## config.mk

```make
export PLATFORM = sky130hd
export DESIGN_NAME = accel_orientation_detector_top
export DESIGN_NICKNAME = d
export VERILOG_FILES = /design/src/hw/rtl/aod_pkg.sv /design/src/hw/rtl/aod_cfg.sv /design/src/hw/rtl/aod_ctrl.sv /design/src/hw/rtl/aod_dp.sv /design/src/hw/rtl/accel_orientation_detector_top.sv
export SDC_FILE = /design/constraint.sdc
export NUM_CORES = 2
export LEC_CHECK = 0
export BUFFER_PORTS_ARGS = -buffer_cell sky130_fd_sc_hd__buf_2
export CAP_MARGIN = 15
export CORE_AREA = 2 2 301 303
export DETAILED_ROUTE_END_ITERATION = 12
export DIE_AREA = 0 0 303 305
export GPL_TIMING_DRIVEN = 0
export PLACE_DENSITY = 0.77
export SYNTH_ARGS = -nofsm -noshare
export SYNTH_HDL_FRONTEND = slang
export SYNTH_SLANG_ARGS = --single-unit
export TNS_END_PERCENT = 50
```

## constraint.sdc

```tcl
create_clock -name clk -period 13.13 [get_ports clk]
set_input_delay 2.626 -clock clk [delete_from_list [all_inputs] [get_ports clk]]
set_output_delay 2.626 -clock clk [all_outputs]
set_load 0.005 [all_outputs]
```

## src/hw/rtl/aod_pkg.sv

```systemverilog
// Package for the accelerometer orientation detector.
// Holds shared widths, reset values, codes, state and command types.
// No dependencies.
`default_nettype none

package aod_pkg;

	localparam int ACCEL_BITS_DEF = 25;
	localparam int STAT_BITS_DEF  = 32;

	localparam int FORCE_W    = 3;
	localparam int CONF_W     = 7;
	localparam int STAB_W     = 16;
	localparam int GRAV_W     = 25;
	localparam int ORIENT_W   = 3;
	localparam int ROT_W      = 2;
	localparam int COUNT_W    = 32;
	localparam int MS_W       = 17;
	localparam int CFG_IDX_W  = 2;
	localparam int CFG_DATA_W = 25;
	localparam int SQ_STEPS   = 3;
	localparam int DIV_STEPS  = 7;

	localparam logic [MS_W-1:0]     MS_SAT      = 17'h10000;
	localparam logic [CONF_W-1:0]   CONF_MAX    = 7'd100;
	localparam logic [CONF_W-1:0]   CONF_MIN    = 7'd10;
	localparam logic [CONF_W-1:0]   CONF_ZERO   = 7'd0;
	localparam logic [FORCE_W-1:0]  FORCE_RESET = 3'b111;
	localparam logic [CONF_W-1:0]   CONF_RESET  = 7'd50;
	localparam logic [STAB_W-1:0]   STAB_RESET  = 16'd500;
	localparam logic [GRAV_W-1:0]   GRAV_RESET  = 25'd500000;

	localparam logic [ORIENT_W-1:0] ORIENT_NORMAL   = 3'd0;
	localparam logic [ORIENT_W-1:0] ORIENT_LEFT     = 3'd1;
	localparam logic [ORIENT_W-1:0] ORIENT_INVERTED = 3'd2;
	localparam logic [ORIENT_W-1:0] ORIENT_RIGHT    = 3'd3;
	localparam logic [ORIENT_W-1:0] ORIENT_UNKNOWN  = 3'd4;

	localparam logic OP_SAMPLE = 1'b0;
	localparam logic OP_TICK   = 1'b1;

	typedef enum logic [CFG_IDX_W-1:0] {
		REG_FORCE    = 2'd0,
		REG_CONF_THR = 2'd1,
		REG_STAB     = 2'd2,
		REG_GRAV     = 2'd3
	} cfg_reg_t;

	typedef enum logic [1:0] {
		KIND_SAMPLE,
		KIND_TICK,
		KIND_FORCED
	} kind_t;

	typedef enum logic [1:0] {
		AXIS_X,
		AXIS_Y,
		AXIS_Z
	} axis_t;

	typedef enum logic [2:0] {
		ST_IDLE,
		ST_SQUARE,
		ST_ROOT,
		ST_CHECK,
		ST_DIVIDE,
		ST_UPDATE
	} state_t;

	typedef struct packed {
		logic [FORCE_W-1:0] orient_override;
		logic [CONF_W-1:0]  conf_floor;
		logic [STAB_W-1:0]  settle_ms;
		logic [GRAV_W-1:0]  grav_floor;
	} cfg_t;

	typedef struct packed {
		logic  load;
		kind_t kind;
		logic  sq_en;
		axis_t sq_axis;
		logic  root_step;
		logic  check;
		logic  div_step;
		logic  update;
	} cmd_t;

	typedef struct packed {
		logic out_free;
	} status_t;

endpackage

`default_nettype wire

```

## src/hw/rtl/aod_cfg.sv

```systemverilog
// Configuration register file of the orientation detector.
// Depends on aod_pkg for register indexes, widths and reset values.
`default_nettype none

module aod_cfg (
	input  wire logic                           clk,
	input  wire logic                           arst_n,
	input  wire logic                           cfg_valid,
	output logic                                cfg_ready,
	input  wire logic [aod_pkg::CFG_IDX_W-1:0]  cfg_index,
	input  wire logic [aod_pkg::CFG_DATA_W-1:0] cfg_data,
	output aod_pkg::cfg_t                       cfg
);
	import aod_pkg::*;

	cfg_t cfg_q;

	assign cfg_ready = 1'b1;
	assign cfg       = cfg_q;

	always_ff @(posedge clk or negedge arst_n) begin
		if (!arst_n) begin
			cfg_q.orient_override <= FORCE_RESET;
			cfg_q.conf_floor      <= CONF_RESET;
			cfg_q.settle_ms       <= STAB_RESET;
			cfg_q.grav_floor      <= GRAV_RESET;
		end else if (cfg_valid) begin
			unique case (cfg_reg_t'(cfg_index))
				REG_FORCE:    cfg_q.orient_override <= cfg_data[FORCE_W-1:0];
				REG_CONF_THR: cfg_q.conf_floor      <= cfg_data[CONF_W-1:0];
				REG_STAB:     cfg_q.settle_ms       <= cfg_data[STAB_W-1:0];
				REG_GRAV:     cfg_q.grav_floor      <= cfg_data[GRAV_W-1:0];
				default:      cfg_q <= cfg_q;
			endcase
		end
	end

endmodule

`default_nettype wire

```

## src/hw/rtl/aod_ctrl.sv

```systemverilog
// Controller state machine of the orientation detector.
// Sequences squaring, root, check, division and update over the datapath.
// Depends on aod_pkg for state, kind and command types.
`default_nettype none

module aod_ctrl #(
	parameter int ACCEL_BITS = aod_pkg::ACCEL_BITS_DEF
) (
	input  wire logic             clk,
	input  wire logic             arst_n,
	input  wire logic             in_valid,
	input  wire logic             operation,
	input  wire logic             force_sign,
	input  aod_pkg::status_t      status,
	output logic                  in_ready,
	output aod_pkg::cmd_t         cmd
);
	import aod_pkg::*;

	localparam int CNT_W = $clog2(ACCEL_BITS);

	state_t           state_q, state_d;
	logic [CNT_W-1:0] cnt_q, cnt_d;
	kind_t            kind;

	always_comb begin
		priority if (operation == OP_TICK) begin
			kind = KIND_TICK;
		end else if (!force_sign) begin
			kind = KIND_FORCED;
		end else begin
			kind = KIND_SAMPLE;
		end
	end

	always_comb begin
		state_d = state_q;
		cnt_d   = cnt_q;
		unique case (state_q)
			ST_IDLE: begin
				cnt_d = '0;
				if (in_valid) begin
					state_d = (kind == KIND_SAMPLE) ? ST_SQUARE : ST_UPDATE;
				end
			end
			ST_SQUARE: begin
				if (cnt_q == CNT_W'(SQ_STEPS - 1)) begin
					cnt_d   = '0;
					state_d = ST_ROOT;
				end else begin
					cnt_d = cnt_q + 1'b1;
				end
			end
			ST_ROOT: begin
				if (cnt_q == CNT_W'(ACCEL_BITS - 1)) begin
					cnt_d   = '0;
					state_d = ST_CHECK;
				end else begin
					cnt_d = cnt_q + 1'b1;
				end
			end
			ST_CHECK: begin
				state_d = ST_DIVIDE;
			end
			ST_DIVIDE: begin
				if (cnt_q == CNT_W'(DIV_STEPS - 1)) begin
					cnt_d   = '0;
					state_d = ST_UPDATE;
				end else begin
					cnt_d = cnt_q + 1'b1;
				end
			end
			ST_UPDATE: begin
				if (status.out_free) begin
					state_d = ST_IDLE;
				end
			end
			default: begin
				state_d = ST_IDLE;
				cnt_d   = '0;
			end
		endcase
	end

	always_comb begin
		in_ready      = 1'b0;
		cmd           = '0;
		cmd.kind      = kind;
		cmd.sq_axis   = axis_t'(cnt_q[1:0]);
		unique case (state_q)
			ST_IDLE: begin
				in_ready = 1'b1;
				cmd.load = in_valid;
			end
			ST_SQUARE: cmd.sq_en     = 1'b1;
			ST_ROOT:   cmd.root_step = 1'b1;
			ST_CHECK:  cmd.check     = 1'b1;
			ST_DIVIDE: cmd.div_step  = 1'b1;
			ST_UPDATE: cmd.update    = status.out_free;
			default:   cmd.update    = 1'b0;
		endcase
	end

	always_ff @(posedge clk or negedge arst_n) begin
		if (!arst_n) begin
			state_q <= ST_IDLE;
			cnt_q   <= '0;
		end else begin
			state_q <= state_d;
			cnt_q   <= cnt_d;
		end
	end

endmodule

`default_nettype wire

```

## src/hw/rtl/aod_dp.sv

```systemverilog
// Datapath of the orientation detector: squaring multiplier, bit-serial root,
// restoring divider, orientation state and result register.
// Depends on aod_pkg for widths, codes and command types.
`default_nettype none

module aod_dp #(
	parameter int ACCEL_BITS = aod_pkg::ACCEL_BITS_DEF,
	parameter int STAT_BITS  = aod_pkg::STAT_BITS_DEF
) (
	input  wire logic                          clk,
	input  wire logic                          arst_n,
	input  aod_pkg::cmd_t                      cmd,
	input  aod_pkg::cfg_t                      cfg,
	input  wire logic signed [ACCEL_BITS-1:0]  accel_x,
	input  wire logic signed [ACCEL_BITS-1:0]  accel_y,
	input  wire logic signed [ACCEL_BITS-1:0]  accel_z,
	output aod_pkg::status_t                   status,
	input  wire logic                          out_ready,
	output logic                               out_valid,
	output logic [aod_pkg::ORIENT_W-1:0]       orientation,
	output logic                               changed,
	output logic                               report_valid,
	output logic [aod_pkg::ROT_W-1:0]          rotation_code,
	output logic [aod_pkg::CONF_W-1:0]         confidence,
	output logic                               stable,
	output logic [aod_pkg::COUNT_W-1:0]        change_count,
	output logic [aod_pkg::COUNT_W-1:0]        rejected_count
);
	import aod_pkg::*;

	localparam int A  = ACCEL_BITS;
	localparam int SW = 2 * A;
	localparam int DW = A + CONF_W;
	localparam int GW = (A > GRAV_W) ? A : GRAV_W;

	logic [A-1:0]  abs_x, abs_y, abs_z;
	logic [A-1:0]  ax_q, ay_q, az_q;
	logic          xpos_q, ypos_q, zpos_q;
	kind_t         kind_q;
	logic [A-1:0]  sq_op;
	logic [SW-1:0] sq;
	logic [SW-1:0] n_q, res_q, bit_q, root_t;
	logic [A-1:0]  mag;
	logic [A-1:0]  my;
	logic [ORIENT_W-1:0] orient_q;
	logic [A-1:0]  prim_q;
	logic          below_q, magz_q;
	logic [DW-1:0] rem_q, dsor_q;
	logic [CONF_W-1:0] quo_q;

	logic [ORIENT_W-1:0] cur_q;
	logic [MS_W-1:0]     ms_q;
	logic                stable_q;
	logic [CONF_W-1:0]   conf_q;
	logic [STAT_BITS-1:0] chg_q, rej_q;
	logic                out_valid_q;
	logic                changed_q, report_q;
	logic [ROT_W-1:0]    rot_q;

	logic [ORIENT_W-1:0] new_orient;
	logic [CONF_W-1:0]   new_conf;

	assign abs_x = accel_x[A-1] ? ($unsigned(~accel_x) + 1'b1) : $unsigned(accel_x);
	assign abs_y = accel_y[A-1] ? ($unsigned(~accel_y) + 1'b1) : $unsigned(accel_y);
	assign abs_z = accel_z[A-1] ? ($unsigned(~accel_z) + 1'b1) : $unsigned(accel_z);

	always_comb begin
		unique case (cmd.sq_axis)
			AXIS_X:  sq_op = ax_q;
			AXIS_Y:  sq_op = ay_q;
			AXIS_Z:  sq_op = az_q;
			default: sq_op = '0;
		endcase
	end

	assign sq     = SW'(sq_op) * SW'(sq_op);
	assign root_t = res_q + bit_q;
	assign mag    = res_q[A-1:0];
	assign my     = (az_q > ay_q) ? az_q : ay_q;

	always_ff @(posedge clk) begin
		if (cmd.load) begin
			ax_q   <= abs_x;
			ay_q   <= abs_y;
			az_q   <= abs_z;
			xpos_q <= !accel_x[A-1] && (accel_x != '0);
			ypos_q <= !accel_y[A-1] && (accel_y != '0);
			zpos_q <= !accel_z[A-1] && (accel_z != '0);
			kind_q <= cmd.kind;
			n_q    <= '0;
			res_q  <= '0;
			bit_q  <= SW'(1) << (SW - 2);
		end
		if (cmd.sq_en) begin
			n_q <= n_q + sq;
			priority if (az_q > ax_q && az_q > ay_q) begin
				orient_q <= zpos_q ? ORIENT_NORMAL : ORIENT_INVERTED;
				prim_q   <= my;
			end else if (ax_q > ay_q) begin
				orient_q <= xpos_q ? ORIENT_LEFT : ORIENT_RIGHT;
				prim_q   <= ax_q;
			end else begin
				orient_q <= ypos_q ? ORIENT_INVERTED : ORIENT_NORMAL;
				prim_q   <= my;
			end
		end
		if (cmd.root_step) begin
			if (n_q >= root_t) begin
				n_q   <= n_q - root_t;
				res_q <= (res_q >> 1) + bit_q;
			end else begin
				res_q <= res_q >> 1;
			end
			bit_q <= bit_q >> 2;
		end
		if (cmd.check) begin
			below_q <= GW'(mag) < GW'(cfg.grav_floor);
			magz_q  <= (mag == '0);
			rem_q   <= DW'(prim_q) * DW'(CONF_MAX);
			dsor_q  <= DW'(mag) << (DIV_STEPS - 1);
			quo_q   <= '0;
		end
		if (cmd.div_step) begin
			if (rem_q >= dsor_q) begin
				rem_q <= rem_q - dsor_q;
				quo_q <= {quo_q[CONF_W-2:0], 1'b1};
			end else begin
				quo_q <= {quo_q[CONF_W-2:0], 1'b0};
			end
			dsor_q <= dsor_q >> 1;
		end
	end

	always_comb begin
		priority if (kind_q == KIND_FORCED) begin
			new_orient = {1'b0, cfg.orient_override[ROT_W-1:0]};
			new_conf   = CONF_MAX;
		end else if (below_q) begin
			new_orient = ORIENT_UNKNOWN;
			new_conf   = CONF_ZERO;
		end else begin
			new_orient = orient_q;
			priority if (magz_q || quo_q < CONF_MIN) begin
				new_conf = CONF_MIN;
			end else if (quo_q > CONF_MAX) begin
				new_conf = CONF_MAX;
			end else begin
				new_conf = quo_q;
			end
		end
	end

	always_ff @(posedge clk or negedge arst_n) begin
		if (!arst_n) begin
			cur_q       <= ORIENT_UNKNOWN;
			ms_q        <= MS_SAT;
			stable_q    <= 1'b0;
			conf_q      <= CONF_ZERO;
			chg_q       <= '0;
			rej_q       <= '0;
			out_valid_q <= 1'b0;
		end else begin
			if (cmd.update) begin
				out_valid_q <= 1'b1;
			end else if (out_ready) begin
				out_valid_q <= 1'b0;
			end
			if (cmd.update) begin
				if (kind_q == KIND_TICK) begin
					if (ms_q < MS_SAT) begin
						ms_q <= ms_q + 1'b1;
					end
				end else begin
					conf_q <= new_conf;
					if (new_conf < cfg.conf_floor) begin
						rej_q <= rej_q + 1'b1;
					end else if (new_orient != cur_q) begin
						if (ms_q > MS_W'(cfg.settle_ms)) begin
							cur_q    <= new_orient;
							ms_q     <= '0;
							chg_q    <= chg_q + 1'b1;
							stable_q <= 1'b1;
						end else begin
							stable_q <= 1'b0;
						end
					end else begin
						stable_q <= 1'b1;
					end
				end
			end
		end
	end

	always_ff @(posedge clk) begin
		if (cmd.update) begin
			changed_q <= 1'b0;
			report_q  <= 1'b0;
			rot_q     <= '0;
			if (kind_q != KIND_TICK && new_conf >= cfg.conf_floor &&
			    new_orient != cur_q && ms_q > MS_W'(cfg.settle_ms)) begin
				changed_q <= 1'b1;
				if (new_orient != ORIENT_UNKNOWN) begin
					report_q <= 1'b1;
					rot_q    <= new_orient[ROT_W-1:0];
				end
			end
		end
	end

	assign status.out_free = !out_valid_q || out_ready;

	assign out_valid      = out_valid_q;
	assign orientation    = cur_q;
	assign changed        = changed_q;
	assign report_valid   = report_q;
	assign rotation_code  = rot_q;
	assign confidence     = conf_q;
	assign stable         = stable_q;
	assign change_count   = COUNT_W'(chg_q);
	assign rejected_count = COUNT_W'(rej_q);

endmodule

`default_nettype wire

```

## src/hw/rtl/accel_orientation_detector_top.sv

```systemverilog
// Accelerometer orientation detector, top level. A sample passes from acceptance
// to a valid result through squaring each axis, one root bit per cycle, a check,
// seven divider steps and an update. A tick or a forced sample goes straight
// from acceptance to the update. Input is accepted again the cycle after the update,
// and an unread result holds the update. Reset restores register defaults and
// unknown orientation.
`default_nettype none

module accel_orientation_detector_top #(
	parameter int ACCEL_BITS = aod_pkg::ACCEL_BITS_DEF,
	parameter int STAT_BITS  = aod_pkg::STAT_BITS_DEF
) (
	input  wire logic                           clk,
	input  wire logic                           arst_n,
	input  wire logic                           in_valid,
	output logic                                in_ready,
	input  wire logic                           operation,
	input  wire logic signed [ACCEL_BITS-1:0]   accel_x,
	input  wire logic signed [ACCEL_BITS-1:0]   accel_y,
	input  wire logic signed [ACCEL_BITS-1:0]   accel_z,
	output logic                                out_valid,
	input  wire logic                           out_ready,
	output logic [aod_pkg::ORIENT_W-1:0]        orientation,
	output logic                                changed,
	output logic                                report_valid,
	output logic [aod_pkg::ROT_W-1:0]           rotation_code,
	output logic [aod_pkg::CONF_W-1:0]          confidence,
	output logic                                stable,
	output logic [aod_pkg::COUNT_W-1:0]         change_count,
	output logic [aod_pkg::COUNT_W-1:0]         rejected_count,
	input  wire logic                           cfg_valid,
	output logic                                cfg_ready,
	input  wire logic [aod_pkg::CFG_IDX_W-1:0]  cfg_index,
	input  wire logic [aod_pkg::CFG_DATA_W-1:0] cfg_data
);
	import aod_pkg::*;

	cfg_t    cfg;
	cmd_t    cmd;
	status_t status;

	aod_cfg u_cfg (
		.clk       (clk),
		.arst_n    (arst_n),
		.cfg_valid (cfg_valid),
		.cfg_ready (cfg_ready),
		.cfg_index (cfg_index),
		.cfg_data  (cfg_data),
		.cfg       (cfg)
	);

	aod_ctrl #(
		.ACCEL_BITS (ACCEL_BITS)
	) u_ctrl (
		.clk        (clk),
		.arst_n     (arst_n),
		.in_valid   (in_valid),
		.operation  (operation),
		.force_sign (cfg.orient_override[FORCE_W-1]),
		.status     (status),
		.in_ready   (in_ready),
		.cmd        (cmd)
	);

	aod_dp #(
		.ACCEL_BITS (ACCEL_BITS),
		.STAT_BITS  (STAT_BITS)
	) u_dp (
		.clk            (clk),
		.arst_n         (arst_n),
		.cmd            (cmd),
		.cfg            (cfg),
		.accel_x        (accel_x),
		.accel_y        (accel_y),
		.accel_z        (accel_z),
		.status         (status),
		.out_ready      (out_ready),
		.out_valid      (out_valid),
		.orientation    (orientation),
		.changed        (changed),
		.report_valid   (report_valid),
		.rotation_code  (rotation_code),
		.confidence     (confidence),
		.stable         (stable),
		.change_count   (change_count),
		.rejected_count (rejected_count)
	);

	a_report_needs_change: assert property (@(posedge clk) disable iff (!arst_n)
		out_valid && report_valid |-> changed && (rotation_code == orientation[ROT_W-1:0]))
		else $error("Reported rotation without a matching orientation change.");

	a_quiet_rotation: assert property (@(posedge clk) disable iff (!arst_n)
		out_valid && !changed |-> !report_valid && (rotation_code == '0))
		else $error("Rotation reported on a transaction that changed nothing.");

	a_busy_after_accept: assert property (@(posedge clk) disable iff (!arst_n)
		in_valid && in_ready |=> !in_ready)
		else $error("Input ready while a transaction is still in progress.");

	a_confidence_range: assert property (@(posedge clk) disable iff (!arst_n)
		out_valid |-> confidence <= CONF_MAX)
		else $error("Confidence above one hundred percent.");

endmodule

`default_nettype wire
```

==> results by group <==
GRT
  • Total GRT Usage: 34.8%
  • Global-route wire length before repair: 248000 um
  • Initial antenna violation count: 1
  • Via count of the first global-routing pass: 45.0k
  • Pin count of the biggest net entering global routing: 98
  • Sum of overflow across all layers after global routing: 0

Outcome
  • Status: complete, but fails checks
  • Violated checks: design-rule violations

Place
  • Input/output buffers: 186
  • Placed wire-length estimate: 128000 um
  • Final Wtd Congestion: 1.06
  • Worst setup slack after placement: 1.79 ns

Floorplan
  • Starting density of the core: 59.4%
  • Horiz. Die Dim: 303 um
  • Number of placement rows: 110
  • Boundary pin count: 190
  • Standard cell core area: 89300 um^2
  • Chip Height: 305 um
  • Full die area: 92400 um^2

Routing
  • 1st-pass router iterations: 12
  • Starting DRT DRC Count: 4071
  • Vias after detailed routing: 44.0k
  • Per-cell routed wire length: 21.5 um
  • Wire length reported by the detailed router: 158000 um
  • DRC violation count after routing: 32
  • Vias per cell: 5.99
  • Antenna viol nets, final: 0

Critical path
  • Endpoint kind of the worst setup timing path: flip-flop
  • Critical path start-end classification: flip-flop to flip-flop
  • Gate family responsible for the most delay along the worst path: adder cells
  • Worst path required time: 13.66 ns
  • Setup crit start kind: flip-flop
  • Data arrival time of the critical path: 12.27 ns
  • Combined buffer and inverter count along the critical path: 11
  • Critical Path Max Stage Delay: 0.87 ns
  • Launch point of the worst path: u_ctrl.cnt_q[0]
  • Biggest fanout along the worst timing path: 10
  • Register-to-register setup slack: 1.39 ns
  • Standard cell with the maximum stage delay on the critical path: sky130_fd_sc_hd__a2111oi_0
  • Worst R2R Start: u_ctrl.cnt_q[0]

Clock network
  • Clk sink count: 460
  • Deepest clock path buffer count: 3
  • Hold buffer count at CTS: 0
  • Clock tree from TritonCTS: built
  • H-tree depth reported by CTS: 2
  • Cts bufs inserted: 52
  • Post-cts repair resize count: 0
  • Post-CTS setup buffers: 0
  • Reg clk slew, reported paths: 0.06 ns
  • Library cell used as clock root buffer: sky130_fd_sc_hd__clkbuf_16
  • Worst skew pair latency: 0.66 ns

Logic synthesis
  • Portion of the post-synthesis area used by sequential elements: 23.1%
  • Dominant combinational cell family by area after synthesis: adder cells
  • Simple-gate share of the synthesized area: 13.2%
  • Count of state elements after synthesis: 460
  • Parity-gate share of the synthesized area counting xor and xnor cells: 6.06%
  • Post-synth EDFFs: 225
  • Most frequently used flop master after synthesis: sky130_fd_sc_hd__edfxtp_1
  • Cell count after synthesis: 5883
  • Number of warnings printed during yosys synthesis: 0
  • Fraction of the mapped netlist area in compound gates: 13.2%
  • Post-Syn Area per Cell: 9.01 um^2
  • Adder-cell share of the synthesized area: 32.9%
  • Post-synthesis instance area: 53000 um^2
  • Share of synthesized area spent on multiplexers: 2.31%
  • Share of synthesized registers carrying an async set or reset: 33.0%
  • Netlist cell types: 99
  • Net count after synthesis: 7058

Timing
  • Final-report hold violation count: 0
  • Clock Skews: 0.0626 ns
  • Post-layout minimum cycle time: 11.74 ns
  • Relative slew margins: 12.9%
  • Worst-case hold slack: 0.459 ns
  • Post-route clock period utilization: 89.4%
  • Maximum achievable frequency: 85.2 MHz
  • Unrepaired setup endpoints after global routing: false
  • Final count of pins violating max slew: 0
  • Worst setup margin: 1.39 ns
  • Transition at the pin with the smallest max-transition slack: 1.30 ns
  • Final-layout setup total negative slack: 0 ns
  • Final setup violation count: 0

Min path
  • Worst min-delay path startpoint: u_dp.change_count[31]
  • Type of the tightest min-delay check: flip-flop to flip-flop

Cells and area
  • Area growth from synthesis to final layout: 8.20%
  • Net count, final: 7308
  • Share of post-route cells with drive strength above 1: 7.58%

Job
  • Max capacitance violation total: 0
-- metrics by stage --
| step | instances | utilization, % | area, um^2 |
|---|---|---|---|
| after floorplan | 5883 | - | 53000 |
| after global placement | 7245 | 62.0 | 55400 |
| after detailed placement | 7253 | 62.2 | 55600 |
| after CTS | 7351 | 64.2 | 57300 |
| after global routing | 7354 | 64.2 | 57400 |
| final | 7355 | 64.2 | 57400 |
-- registers in the layout, indices dropped and copies added, names as in the netlist, 7 cells and up --
name and count:
u_cfg.cfg 51, u_dp.ax_q 25, u_dp.ay_q 25, u_dp.az_q 25
u_dp.bit_q 25, u_dp.change_count 32, u_dp.confidence 7, u_dp.dsor_q 31
u_dp.ms_q 17, u_dp.n_q 50, u_dp.prim_q 25, u_dp.quo_q 7
u_dp.rejected_count 32, u_dp.rem_q 32, u_dp.res_q 50
-- cell type report --
| cell class | count | area, um^2 |
|---|---|---|
| inverter | 1086 | 4080 |
| sequential | 460 | 12200 |
| antenna | 2 | 5.00 |
| buffer | 184 | 776 |
| clock buffer | 77 | 1520 |
| fill | 7454 | 32000 |
| multi-input combinational | 4153 | 35900 |
| timing repair buffer | 196 | 1080 |
| clock inverter | 21 | 263 |
| tap | 1176 | 1470 |
-- cells in the final DEF, fill, tap and decap left out, drive strengths merged, types with 54 or more instances in the layout --
| cell type | count |
|---|---|
| inv | 1086 |
| buf | 255 |
| mux2i | 55 |
| nand2b | 54 |
| edfxtp | 225 |
| nor3 | 58 |
| fa | 546 |
| ha | 521 |
| mux2 | 60 |
| xor2 | 135 |
| dfrtp | 131 |
| a31oi | 71 |
| dfxtp | 83 |
| a21oi | 291 |
| clkbuf | 202 |
| and3 | 76 |
| xnor2 | 232 |
| nand3 | 93 |
| o21ai | 256 |
| nand2 | 520 |
| nand4 | 84 |
| a21o | 123 |
| nor2 | 448 |
-- cells by family after synthesis --
family | count (synthesis)
AND/OR/NAND/NOR | 1514
buffers and inverters | 1270
AO/OA/AOI/OAI | 1089
adder cells (fa/ha/maj) | 1067
flip-flops | 460
XOR/XNOR | 367
multiplexers | 115
other | 1
-- worst register-to-register path: cells and delay by family (launching register included) --
kind | cells | cell delay, ns
buffers and inverters | 11 | 2.98
AOI/OAI and AO/OA | 9 | 2.76
DFF | 1 | 0.44
and+or+nand+nor | 5 | 1.40
adders and majority gates | 9 | 3.91
xor gates and xnor gates | 1 | 0.17
-- final timing paths --
path | end | cells after the start
worst min-delay path | u_dp.change_count[31] | 1
worst min register to register | u_dp.change_count[31] | 1
max in group asynchronous | u_dp.change_count[21] | 2
min in group asynchronous | u_dp.rejected_count[22] | 1
worst max register to register | u_dp.n_q[48] | 35
worst max-delay path | u_dp.n_q[48] | 35
-- Yosys cell counts, drive strengths merged, types with 123 or more instances --
cell | instances | area (um^2)
dfrtp | 131 | 3280
fa | 546 | 10900
a21oi | 291 | 1460
nand2 | 520 | 1950
a21o | 123 | 923
ha | 521 | 6520
edfxtp | 225 | 6760
xor2 | 135 | 1180
xnor2 | 232 | 2030
o21ai | 256 | 1300
nor2 | 448 | 1680
clkbuf | 125 | 469
inv | 1082 | 4060
-- layer usage --
layer | part of all wire (%) | GRT usage, % | vias to the layer above
li1 | - | - | 20100
met1 | 39 | 44.2 | 21700
met2 | 47 | 57.5 | 1882
met3 | 8.7 | 6.62 | 435
met4 | 5.1 | 15.5 | 2
met5 | 0.025 | 0.370 | -
Power is not shown: default switching activity piles up to over one toggle a cycle in this logic, so the estimate is an artifact.
